File: config.mk
export PLATFORM = sky130hd
export DESIGN_NAME = nearest_point_and_path_length_unit_flat
export DESIGN_NICKNAME = d
export VERILOG_FILES = /design/src/rtl/nppl_pkg.sv /design/src/rtl/nppl_if.sv /design/src/rtl/nppl_root.sv /design/src/rtl/nearest_point_and_path_length_unit.sv /design/src/flat_wrapper.sv
export SDC_FILE = /design/constraint.sdc
export NUM_CORES = 2
export LEC_CHECK = 0
export BUFFER_PORTS_ARGS = -buffer_cell sky130_fd_sc_hd__buf_2
export CORE_MARGIN = 1.5
export CORE_UTILIZATION = 46
export CTS_CLUSTER_SIZE = 30
export DETAILED_ROUTE_END_ITERATION = 16
export REMOVE_ABC_BUFFERS = 1
export SYNTH_ARGS = -nofsm -noshare
export SYNTH_HDL_FRONTEND = slang
export SYNTH_SLANG_ARGS = --single-unit
File: constraint.sdc
create_clock -name clk -period 29.5 [get_ports clk]
set_clock_uncertainty 0.05 [all_clocks]
set_input_delay 2.95 -clock clk [delete_from_list [all_inputs] [get_ports clk]]
set_output_delay 2.95 -clock clk [all_outputs]
set_load 0.02 [all_outputs]
File: src/rtl/nppl_pkg.sv
// shared constants for the nearest point and path length unit
package nppl_pkg;

  localparam int COORD_BITS     = 16;
  localparam int MAX_POINTS     = 1024;
  localparam int FRACTION_BITS  = 8;

  // squared distances: two squares of (COORD_BITS+1)-bit differences
  localparam int SQ_BITS        = 35;
  localparam int SQ_PAIRS       = (SQ_BITS + 1) / 2;

  localparam int INDEX_BITS     = 10;
  localparam int DIST_BITS      = 26;
  localparam int LEN_BITS       = 36;
  localparam int STATUS_BITS    = 2;
  localparam int CFG_INDEX_BITS = 1;

  localparam logic [DIST_BITS-1:0] DIST_MAX = '1;

  localparam int MIN_RUN_POINTS = 2;

  // configuration register indexes
  localparam logic [CFG_INDEX_BITS-1:0] REG_QUERY_X = 1'd0;
  localparam logic [CFG_INDEX_BITS-1:0] REG_QUERY_Y = 1'd1;

  // result status codes
  localparam logic [STATUS_BITS-1:0] ST_OK      = 2'd0;
  localparam logic [STATUS_BITS-1:0] ST_SHORT   = 2'd1;
  localparam logic [STATUS_BITS-1:0] ST_DROPPED = 2'd2;

endpackage

File: src/rtl/nppl_if.sv
// point and result channel interfaces
interface nppl_point_if;
  logic                                   valid;
  logic                                   ready;
  logic signed [nppl_pkg::COORD_BITS-1:0] point_x;
  logic signed [nppl_pkg::COORD_BITS-1:0] point_y;
  logic                                   last_point;

  modport source (output valid, point_x, point_y, last_point, input ready);
  modport sink   (input valid, point_x, point_y, last_point, output ready);
endinterface

interface nppl_result_if;
  logic                                    valid;
  logic                                    ready;
  logic        [nppl_pkg::INDEX_BITS-1:0]  nearest_index;
  logic signed [nppl_pkg::COORD_BITS-1:0]  nearest_x;
  logic signed [nppl_pkg::COORD_BITS-1:0]  nearest_y;
  logic        [nppl_pkg::DIST_BITS-1:0]   nearest_distance;
  logic        [nppl_pkg::LEN_BITS-1:0]    total_length;
  logic        [nppl_pkg::STATUS_BITS-1:0] status;

  modport source (output valid, nearest_index, nearest_x, nearest_y, nearest_distance,
                  total_length, status, input ready);
  modport sink   (input valid, nearest_index, nearest_x, nearest_y, nearest_distance,
                  total_length, status, output ready);
endinterface

File: src/rtl/nppl_root.sv
// restoring square root, one result bit per cycle
module nppl_root #(
  parameter int FRACTION_BITS = nppl_pkg::FRACTION_BITS
) (
  input  logic                                          clk,
  input  logic                                          rst,
  input  logic                                          start,
  input  logic [nppl_pkg::SQ_BITS-1:0]                  value,
  output logic                                          done,
  output logic [nppl_pkg::SQ_PAIRS+FRACTION_BITS-1:0]   root
);

  localparam int RW = nppl_pkg::SQ_PAIRS + FRACTION_BITS;
  localparam int VW = 2 * nppl_pkg::SQ_PAIRS;
  localparam int CW = $clog2(RW + 1);

  logic          busy;
  logic [CW-1:0] cnt;
  logic [VW-1:0] val;
  logic [RW+1:0] rem;
  logic [RW+1:0] rem_sh;
  logic [RW+1:0] trial;
  logic          fits;

  // bring down the next bit pair; zeros once the value is used up
  assign rem_sh = {rem[RW-1:0], val[VW-1 -: 2]};
  assign trial  = {root, 2'b01};
  assign fits   = rem_sh >= trial;

  always_ff @(posedge clk) begin
    if (rst) begin
      busy <= 1'b0;
      done <= 1'b0;
      cnt  <= '0;
    end else begin
      done <= 1'b0;
      if (start) begin
        busy <= 1'b1;
        cnt  <= CW'(RW);
      end else if (busy) begin
        cnt <= cnt - CW'(1);
        if (cnt == CW'(1)) begin
          busy <= 1'b0;
          done <= 1'b1;
        end
      end
    end
  end

  always_ff @(posedge clk) begin
    if (start) begin
      val  <= VW'(value);
      rem  <= '0;
      root <= '0;
    end else if (busy) begin
      val  <= val << 2;
      rem  <= fits ? (rem_sh - trial) : rem_sh;
      root <= {root[RW-2:0], fits};
    end
  end

endmodule

File: src/rtl/nearest_point_and_path_length_unit.sv
// top level: nearest point search and polyline length over a run of points
//
// Points of a run arrive one beat at a time on the points channel and are
// measured against the query point held in two configuration registers
// (index 0 query_x, index 1 query_y). The unit keeps the point with the
// smallest exact squared distance to the query (earlier point wins a tie) and
// sums the floor square roots of the segment lengths between consecutive
// points, all lengths carrying FRACTION_BITS fraction bits. The beat marked
// last_point closes the run and produces one result beat; all run state then
// returns to its reset value. Points past MAX_POINTS are dropped and flagged
// in status. Everything runs through one 17x17 squarer and one bit-serial
// square root, so the unit takes a point only while idle: the first point of
// a run is only squared and compared, every later point also sends its
// segment length through the square root, and the last point adds a further
// root for the nearest distance. A finished result sits in an output
// register, so the next run can start while it waits to be taken.
module nearest_point_and_path_length_unit #(
  parameter int MAX_POINTS    = nppl_pkg::MAX_POINTS,
  parameter int FRACTION_BITS = nppl_pkg::FRACTION_BITS
) (
  input  logic                                   clk,
  input  logic                                   rst,
  input  logic                                   cfg_write,
  input  logic [nppl_pkg::CFG_INDEX_BITS-1:0]    cfg_index,
  input  logic [nppl_pkg::COORD_BITS-1:0]        cfg_data,
  nppl_point_if.sink                             points,
  nppl_result_if.source                          result
);

  localparam int C     = nppl_pkg::COORD_BITS;
  localparam int SQW   = nppl_pkg::SQ_BITS;
  localparam int RW    = nppl_pkg::SQ_PAIRS + FRACTION_BITS;
  localparam int LW    = nppl_pkg::LEN_BITS;
  localparam int DB    = nppl_pkg::DIST_BITS;
  localparam int IB    = nppl_pkg::INDEX_BITS;
  localparam int IDX_W = $clog2(MAX_POINTS);
  localparam int CNT_W = $clog2(MAX_POINTS + 1);
  localparam int DW    = (RW > DB) ? RW : DB;
  localparam int XW    = (IDX_W > IB) ? IDX_W : IB;

  // sequencer states
  typedef enum logic [11:0] {
    S_IDLE = 12'b000000000001,  // waiting for a point
    S_DQX  = 12'b000000000010,  // square x offset to query
    S_DQY  = 12'b000000000100,  // square y offset to query
    S_QSUM = 12'b000000001000,  // add the two squares
    S_UPD  = 12'b000000010000,  // nearest point compare and update
    S_DPX  = 12'b000000100000,  // square x step from previous point
    S_DPY  = 12'b000001000000,  // square y step from previous point
    S_PSUM = 12'b000010000000,  // add squares, launch segment root
    S_SEG  = 12'b000100000000,  // wait for segment root, accumulate
    S_FIN  = 12'b001000000000,  // retire point, launch distance root on last
    S_DIST = 12'b010000000000,  // wait for distance root
    S_DONE = 12'b100000000000   // hand result to the output register
  } state_t;

  state_t state, state_next;

  // configuration
  logic signed [C-1:0] query_x, query_y;

  // current point
  logic signed [C-1:0] cur_x, cur_y;
  logic                cur_last;
  logic                cur_drop;

  // run state
  logic [CNT_W-1:0]    point_count;
  logic signed [C-1:0] previous_x, previous_y;
  logic [SQW-1:0]      best_square;
  logic [IDX_W-1:0]    best_index;
  logic signed [C-1:0] best_x, best_y;
  logic [LW-1:0]       length_sum;
  logic                dropped_flag;

  // shared squarer
  logic signed [C:0]   diff;
  logic [C:0]          mag;
  logic [2*C+1:0]      prod;
  logic [SQW-1:0]      sq;
  logic [SQW-1:0]      sq_sum;

  // shared root
  logic                root_start;
  logic [SQW-1:0]      root_value;
  logic                root_done;
  logic [RW-1:0]       root;

  logic                count_full;
  logic [LW:0]         len_add;
  logic [DW-1:0]       root_ext;
  logic [DB-1:0]       near_dist;
  logic [XW-1:0]       index_ext;
  logic [nppl_pkg::STATUS_BITS-1:0] status_val;

  // result register
  logic                res_valid;
  logic [IB-1:0]       res_index;
  logic signed [C-1:0] res_x, res_y;
  logic [DB-1:0]       res_dist;
  logic [LW-1:0]       res_len;
  logic [nppl_pkg::STATUS_BITS-1:0] res_status;

  logic                in_beat;
  logic                res_free;

  assign points.ready = (state == S_IDLE);
  assign in_beat      = points.valid && points.ready;
  assign res_free     = !res_valid || result.ready;
  assign count_full   = point_count >= CNT_W'(MAX_POINTS);

  // configuration writes
  always_ff @(posedge clk) begin
    if (rst) begin
      query_x <= '0;
      query_y <= '0;
    end else if (cfg_write) begin
      case (cfg_index)
        nppl_pkg::REG_QUERY_X: query_x <= cfg_data;
        nppl_pkg::REG_QUERY_Y: query_y <= cfg_data;
        default: ;
      endcase
    end
  end

  // squarer operand follows the sequencer
  always_comb begin
    case (state)
      S_DQX:   diff = {cur_x[C-1], cur_x} - {query_x[C-1], query_x};
      S_DQY:   diff = {cur_y[C-1], cur_y} - {query_y[C-1], query_y};
      S_DPX:   diff = {cur_x[C-1], cur_x} - {previous_x[C-1], previous_x};
      S_DPY:   diff = {cur_y[C-1], cur_y} - {previous_y[C-1], previous_y};
      default: diff = '0;
    endcase
  end

  assign mag    = diff[C] ? (C+1)'(-diff) : (C+1)'(diff);
  assign sq_sum = sq + SQW'(prod);

  always_ff @(posedge clk) begin
    prod <= mag * mag;
  end

  // root launches: segment length after the step squares, distance at run end
  assign root_start = (state == S_PSUM) || ((state == S_FIN) && cur_last);
  assign root_value = (state == S_PSUM) ? sq_sum : best_square;

  nppl_root #(
    .FRACTION_BITS (FRACTION_BITS)
  ) u_root (
    .clk   (clk),
    .rst   (rst),
    .start (root_start),
    .value (root_value),
    .done  (root_done),
    .root  (root)
  );

  // saturating length accumulate
  assign len_add = {1'b0, length_sum} + (LW+1)'(root);

  // distance clamp and result fields
  assign root_ext  = DW'(root);
  assign near_dist = (root_ext > DW'(nppl_pkg::DIST_MAX)) ? nppl_pkg::DIST_MAX
                                                          : root_ext[DB-1:0];
  assign index_ext = XW'(best_index);

  always_comb begin
    if (dropped_flag) begin
      status_val = nppl_pkg::ST_DROPPED;
    end else if (point_count < CNT_W'(nppl_pkg::MIN_RUN_POINTS)) begin
      status_val = nppl_pkg::ST_SHORT;
    end else begin
      status_val = nppl_pkg::ST_OK;
    end
  end

  // sequencer
  always_comb begin
    state_next = state;
    case (state)
      S_IDLE: begin
        if (in_beat) begin
          state_next = count_full ? S_FIN : S_DQX;
        end
      end
      S_DQX:  state_next = S_DQY;
      S_DQY:  state_next = S_QSUM;
      S_QSUM: state_next = S_UPD;
      S_UPD:  state_next = (point_count != '0) ? S_DPX : S_FIN;
      S_DPX:  state_next = S_DPY;
      S_DPY:  state_next = S_PSUM;
      S_PSUM: state_next = S_SEG;
      S_SEG: begin
        if (root_done) begin
          state_next = S_FIN;
        end
      end
      S_FIN:  state_next = cur_last ? S_DIST : S_IDLE;
      S_DIST: begin
        if (root_done) begin
          state_next = S_DONE;
        end
      end
      S_DONE: begin
        if (res_free) begin
          state_next = S_IDLE;
        end
      end
      default: state_next = S_IDLE;
    endcase
  end

  always_ff @(posedge clk) begin
    if (rst) begin
      state <= S_IDLE;
    end else begin
      state <= state_next;
    end
  end

  // capture the point
  always_ff @(posedge clk) begin
    if (in_beat) begin
      cur_x    <= points.point_x;
      cur_y    <= points.point_y;
      cur_last <= points.last_point;
      cur_drop <= count_full;
    end
  end

  // squared distance accumulator
  always_ff @(posedge clk) begin
    case (state)
      S_DQY, S_DPY:  sq <= SQW'(prod);
      S_QSUM, S_PSUM: sq <= sq_sum;
      default: ;
    endcase
  end

  // run state, cleared on reset and when the result is handed over
  always_ff @(posedge clk) begin
    if (rst || ((state == S_DONE) && res_free)) begin
      point_count  <= '0;
      previous_x   <= '0;
      previous_y   <= '0;
      best_square  <= '1;
      best_index   <= '0;
      best_x       <= '0;
      best_y       <= '0;
      length_sum   <= '0;
      dropped_flag <= 1'b0;
    end else begin
      if (in_beat && count_full) begin
        dropped_flag <= 1'b1;
      end
      // first point of a run always wins; later ones only if strictly nearer
      if ((state == S_UPD) && ((point_count == '0) || (sq < best_square))) begin
        best_square <= sq;
        best_index  <= point_count[IDX_W-1:0];
        best_x      <= cur_x;
        best_y      <= cur_y;
      end
      if ((state == S_SEG) && root_done) begin
        length_sum <= len_add[LW] ? '1 : len_add[LW-1:0];
      end
      if ((state == S_FIN) && !cur_drop) begin
        previous_x  <= cur_x;
        previous_y  <= cur_y;
        point_count <= point_count + CNT_W'(1);
      end
    end
  end

  // output register
  always_ff @(posedge clk) begin
    if (rst) begin
      res_valid <= 1'b0;
    end else if ((state == S_DONE) && res_free) begin
      res_valid <= 1'b1;
    end else if (result.ready) begin
      res_valid <= 1'b0;
    end
  end

  always_ff @(posedge clk) begin
    if ((state == S_DONE) && res_free) begin
      res_index  <= index_ext[IB-1:0];
      res_x      <= best_x;
      res_y      <= best_y;
      res_dist   <= near_dist;
      res_len    <= length_sum;
      res_status <= status_val;
    end
  end

  assign result.valid            = res_valid;
  assign result.nearest_index    = res_index;
  assign result.nearest_x        = res_x;
  assign result.nearest_y        = res_y;
  assign result.nearest_distance = res_dist;
  assign result.total_length     = res_len;
  assign result.status           = res_status;

endmodule

File: src/flat_wrapper.sv
// flat-port wrapper written by rule: the top's interface ports become plain ports
module nearest_point_and_path_length_unit_flat 
#(
  parameter int MAX_POINTS    = nppl_pkg::MAX_POINTS,
  parameter int FRACTION_BITS = nppl_pkg::FRACTION_BITS
)
  (clk, rst, cfg_write, cfg_index, cfg_data, points_valid, points_point_x, points_point_y, points_last_point, points_ready, result_valid, result_nearest_index, result_nearest_x, result_nearest_y, result_nearest_distance, result_total_length, result_status, result_ready);
  nppl_point_if points_i ();
  nppl_result_if result_i ();
  input  logic clk;
  input  logic rst;
  input  logic cfg_write;
  input  logic [nppl_pkg::CFG_INDEX_BITS-1:0] cfg_index;
  input  logic [nppl_pkg::COORD_BITS-1:0] cfg_data;
  input wire logic [$bits(points_i.valid)-1:0] points_valid;
  input wire logic [$bits(points_i.point_x)-1:0] points_point_x;
  input wire logic [$bits(points_i.point_y)-1:0] points_point_y;
  input wire logic [$bits(points_i.last_point)-1:0] points_last_point;
  output wire logic [$bits(points_i.ready)-1:0] points_ready;
  output wire logic [$bits(result_i.valid)-1:0] result_valid;
  output wire logic [$bits(result_i.nearest_index)-1:0] result_nearest_index;
  output wire logic [$bits(result_i.nearest_x)-1:0] result_nearest_x;
  output wire logic [$bits(result_i.nearest_y)-1:0] result_nearest_y;
  output wire logic [$bits(result_i.nearest_distance)-1:0] result_nearest_distance;
  output wire logic [$bits(result_i.total_length)-1:0] result_total_length;
  output wire logic [$bits(result_i.status)-1:0] result_status;
  input wire logic [$bits(result_i.ready)-1:0] result_ready;
  assign points_i.valid = points_valid;
  assign points_i.point_x = points_point_x;
  assign points_i.point_y = points_point_y;
  assign points_i.last_point = points_last_point;
  assign points_ready = points_i.ready;
  assign result_valid = result_i.valid;
  assign result_nearest_index = result_i.nearest_index;
  assign result_nearest_x = result_i.nearest_x;
  assign result_nearest_y = result_i.nearest_y;
  assign result_nearest_distance = result_i.nearest_distance;
  assign result_total_length = result_i.total_length;
  assign result_status = result_i.status;
  assign result_i.ready = result_ready;
  nearest_point_and_path_length_unit #(.MAX_POINTS(MAX_POINTS), .FRACTION_BITS(FRACTION_BITS)) u_core (.clk(clk), .rst(rst), .cfg_write(cfg_write), .cfg_index(cfg_index), .cfg_data(cfg_data), .points(points_i), .result(result_i));
endmodule
==> summary.md <==
| Metric | Value |
|---|---|
| Run status | `finished clean` |
| Max-cap viol count | `0` |
| Clock tree sinks | `505` |
| Most common cell in the synthesized netlist | `sky130_fd_sc_hd__nand2_1` |
| Worst VDD drop | `53.41 uV` |
| Hold violation total from the final report | `0` |
| Crit share post-route | `40.31%` |
| Number of cells in the design after placement | `4622` |
| Post-route ant nets | `0` |
| Post-CTS Setup Repair Bufs | `0` |
| Port bufs | `162` |
| Cell types with the largest area share after synthesis | `sky130_fd_sc_hd__edfxtp_1 (19%), sky130_fd_sc_hd__dfxtp_1 (18%), sky130_fd_sc_hd__fa_1 (12%)` |
| Routed WL | `82.19 mm` |
| Smallest setup slack after layout | `17.61 ns` |
| Total power | `1.840 mW` |
| Number of warning messages in the yosys log | `0` |
| Pin count of the biggest net entering global routing | `91` |
| Largest buffer count on any clock path | `3` |
| Row count | `98` |
| Type of the worst setup path | `register to register` |
| Clock-pin transition on the worst setup and hold timing paths | `0.07 ns` |
| Via count | `25480` |
| Portion of the post-synthesis area used by sequential elements | `36.46%` |
| Final worst hold slack | `0.3754 ns` |
| Count of nets after finishing | `4240` |
| Slew at the pin closest to its max-slew limit | `1.188 ns` |
| Antenna violations before repair | `4` |
| Via count of the first global-routing pass | `24410` |
| CP Data Required Time | `29.92 ns` |
| # hold bufs at CTS | `0` |
| Total negative setup slack | `0 ns` |
| Crit path top cell by count | `sky130_fd_sc_hd__fa_1` |
| Cell types with the highest counts after synthesis | `sky130_fd_sc_hd__nand2_1 (497), sky130_fd_sc_hd__inv_1 (374), sky130_fd_sc_hd__dfxtp_1 (295)` |
| Async set or reset register ratio after synthesis | `0%` |
| Worst Path Arrival | `12.31 ns` |
| Main flop type after synthesis | `sky130_fd_sc_hd__dfxtp_1` |
| Most area-hungry cell type in the Yosys netlist | `sky130_fd_sc_hd__edfxtp_1` |
| Signed area change from the synthesized netlist to the final layout | `10.94%` |
| GRT Resource Usage Total | `21.88%` |
| Effective utilization at floorplan | `46.70%` |
| Setup repair after global routing missed its margin | `false` |
| FF+latch count, synth | `505` |
| Cell count after synthesis | `3633` |
| Post-DP HPWL | `61.21 mm` |
| Final antenna diode count | `0` |
| Layout cells sized above 1 | `9.560%` |
| Vias per cell | `5.390` |
| Initial DRC Count | `1653` |
| Die Footprint | `74440 um^2` |
| Wire length of the first global-routing pass | `131.1 mm` |
| Headroom to the max-slew limit | `20.65%` |
| Number of iterations in the first detailed-routing pass | `6` |
| Share of the synthesized area in the top cell type | `18.83%` |
| Final Max Slew Viols | `0` |
| Slowest Stage Delay on Critical Path | `0.76 ns` |
| Min Clock Period, post-route | `11.89 ns` |
| Yosys cell types | `89` |
| Max FO, Critical Path | `16` |
| Static power due to leakage | `16.29 nW` |
| Slowest cell on the critical path | `sky130_fd_sc_hd__nor4_1` |
| Nature of the critical path endpoint | `register` |
| Resize count post-CTS | `0` |
| Routed length per placed instance | `17.39 um` |
| Sort of element at the start of the critical path | `register` |
| Residual DRC | `0` |
| Width of the die | `272.8 um` |
| Post-route design area | `37160 um^2` |
| FMAX | `0.08409 GHz` |
| Final weighted congestion of routability-driven global placement | `0.8610` |
| Placed standard-cell area | `35180 um^2` |
| Worst hold-check path type | `register to register` |
| CTS tree | `built` |
| Setup Slack @ Placement | `17.85 ns` |
| Clock latency on the worst-skew pair | `0.65 ns` |
| Number of buffers created by CTS | `55` |
| Library cell used as clock root buffer | `sky130_fd_sc_hd__clkbuf_16` |
| Mean area per synthesized cell | `9.220 um^2` |
| Number of top-level design ports | `163` |
| Non-filler cells in the finished layout | `4726` |
| Count of flip-flops with a built-in enable after synthesis | `210` |
| Power per cell area | `49.51 nW/um^2` |
| Total setup violations reported at the end of the flow | `0` |
| Post-route core utilization | `51.81%` |
| Die height | `272.8 um` |
| Grt ovf | `0` |
| Post-synth design cell area | `33500 um^2` |
| Register-to-register setup slack | `17.61 ns` |
| Area of the core | `71730 um^2` |
| H-tree lvl count | `2` |
## cells by family after synthesis
logic type	Yosys count	synth area share, %
compound gates	813	14.83
xor+xnor	152	4.109
fa+ha+maj	456	21.36
buf+inv	549	6.238
flops	505	36.46
mux	86	2.585
other cells	2	0.02242
simple gates	1070	14.40
## layer usage
metal / part of all wire (%) / vias up / global-route usage, %
met5: 0.056 / - / 0
met4: 3.0 / 8 / 6.725
met3: 4.7 / 142 / 3.075
met2: 47 / 549 / 35.75
met1: 46 / 12160 / 30.05
li1: - / 12610 / -
## final cells by class
| type | instances | area [um^2] |
|---|---|---|
| inverter | 386 | 1449 |
| clock inverter | 33 | 420.4 |
| multi-input combinational | 2588 | 19280 |
| clock buffer | 71 | 1559 |
| fill | 6726 | 34570 |
| sequential | 505 | 12220 |
| tap | 950 | 1189 |
| timing repair buffer | 193 | 1044 |
## cells in the final DEF (no fill, tap or decap), types with 82 or more instances in the layout
master	netlist	layout
sky130_fd_sc_hd__nand2_1	497	496
sky130_fd_sc_hd__inv_1	374	374
sky130_fd_sc_hd__dfxtp_1	295	294
sky130_fd_sc_hd__ha_1	263	263
sky130_fd_sc_hd__a21oi_1	258	258
sky130_fd_sc_hd__o21ai_0	241	241
sky130_fd_sc_hd__nor2_1	230	226
sky130_fd_sc_hd__edfxtp_1	210	210
sky130_fd_sc_hd__fa_1	193	193
sky130_fd_sc_hd__buf_2	11	162
sky130_fd_sc_hd__xnor2_1	89	89
sky130_fd_sc_hd__nand3_1	83	83
sky130_fd_sc_hd__mux2i_1	82	82
## worst max-delay path, delay by kind of cell, from the launching register on
family	cells	cell delay [ns]
fa+ha+maj	9	3.89
buf+inv	6	1.03
mux	1	0.31
xor+xnor	2	0.63
flops	1	0.35
simple gates	7	2.20
compound gates	13	3.27
## path summary, 6_finish.rpt
check	from	to	cells past startpoint
hold reg to reg	u_core.best_y[2]	u_core.result.nearest_y[2]	0
setup / recovery	u_core.state[0]	u_core.prod[33]	38
setup reg to reg	u_core.state[0]	u_core.prod[33]	38
hold / removal	u_core.best_y[2]	u_core.result.nearest_y[2]	0
## sequential cells by signal (all words and copies together), names as in the netlist, 11 cells and up
| signal | flops |
|---|---|
| u_core.best_square | 35 |
| u_core.cur_y | 16 |
| u_core.best_y | 16 |
| u_core.query_x | 16 |
| u_core.cur_x | 16 |
| u_core.length_sum | 36 |
| u_core.sq | 35 |
| u_core.previous_x | 16 |
| u_core.prod | 33 |
| u_core.state | 12 |
| u_core.u_root.rem | 26 |
| u_core.best_x | 16 |
| u_core.result.nearest_distance | 26 |
| u_core.u_root.val | 36 |
| u_core.result.nearest_y | 16 |
| u_core.result.nearest_x | 16 |
| u_core.query_y | 16 |
| u_core.result.total_length | 36 |
| u_core.previous_y | 16 |
| u_core.point_count | 11 |
| u_core.u_root.root | 26 |
## report_power, final
| part | leakage [nW] | internal, mW | switching [mW] |
|---|---|---|---|
| Sequential | 4.21 | 0.750 | 0.0224 |
| Clock | 0.959 | 0.438 | 0.303 |
| Combinational | 11.1 | 0.128 | 0.199 |
Note: power is estimated with default switching activity, not from simulation.
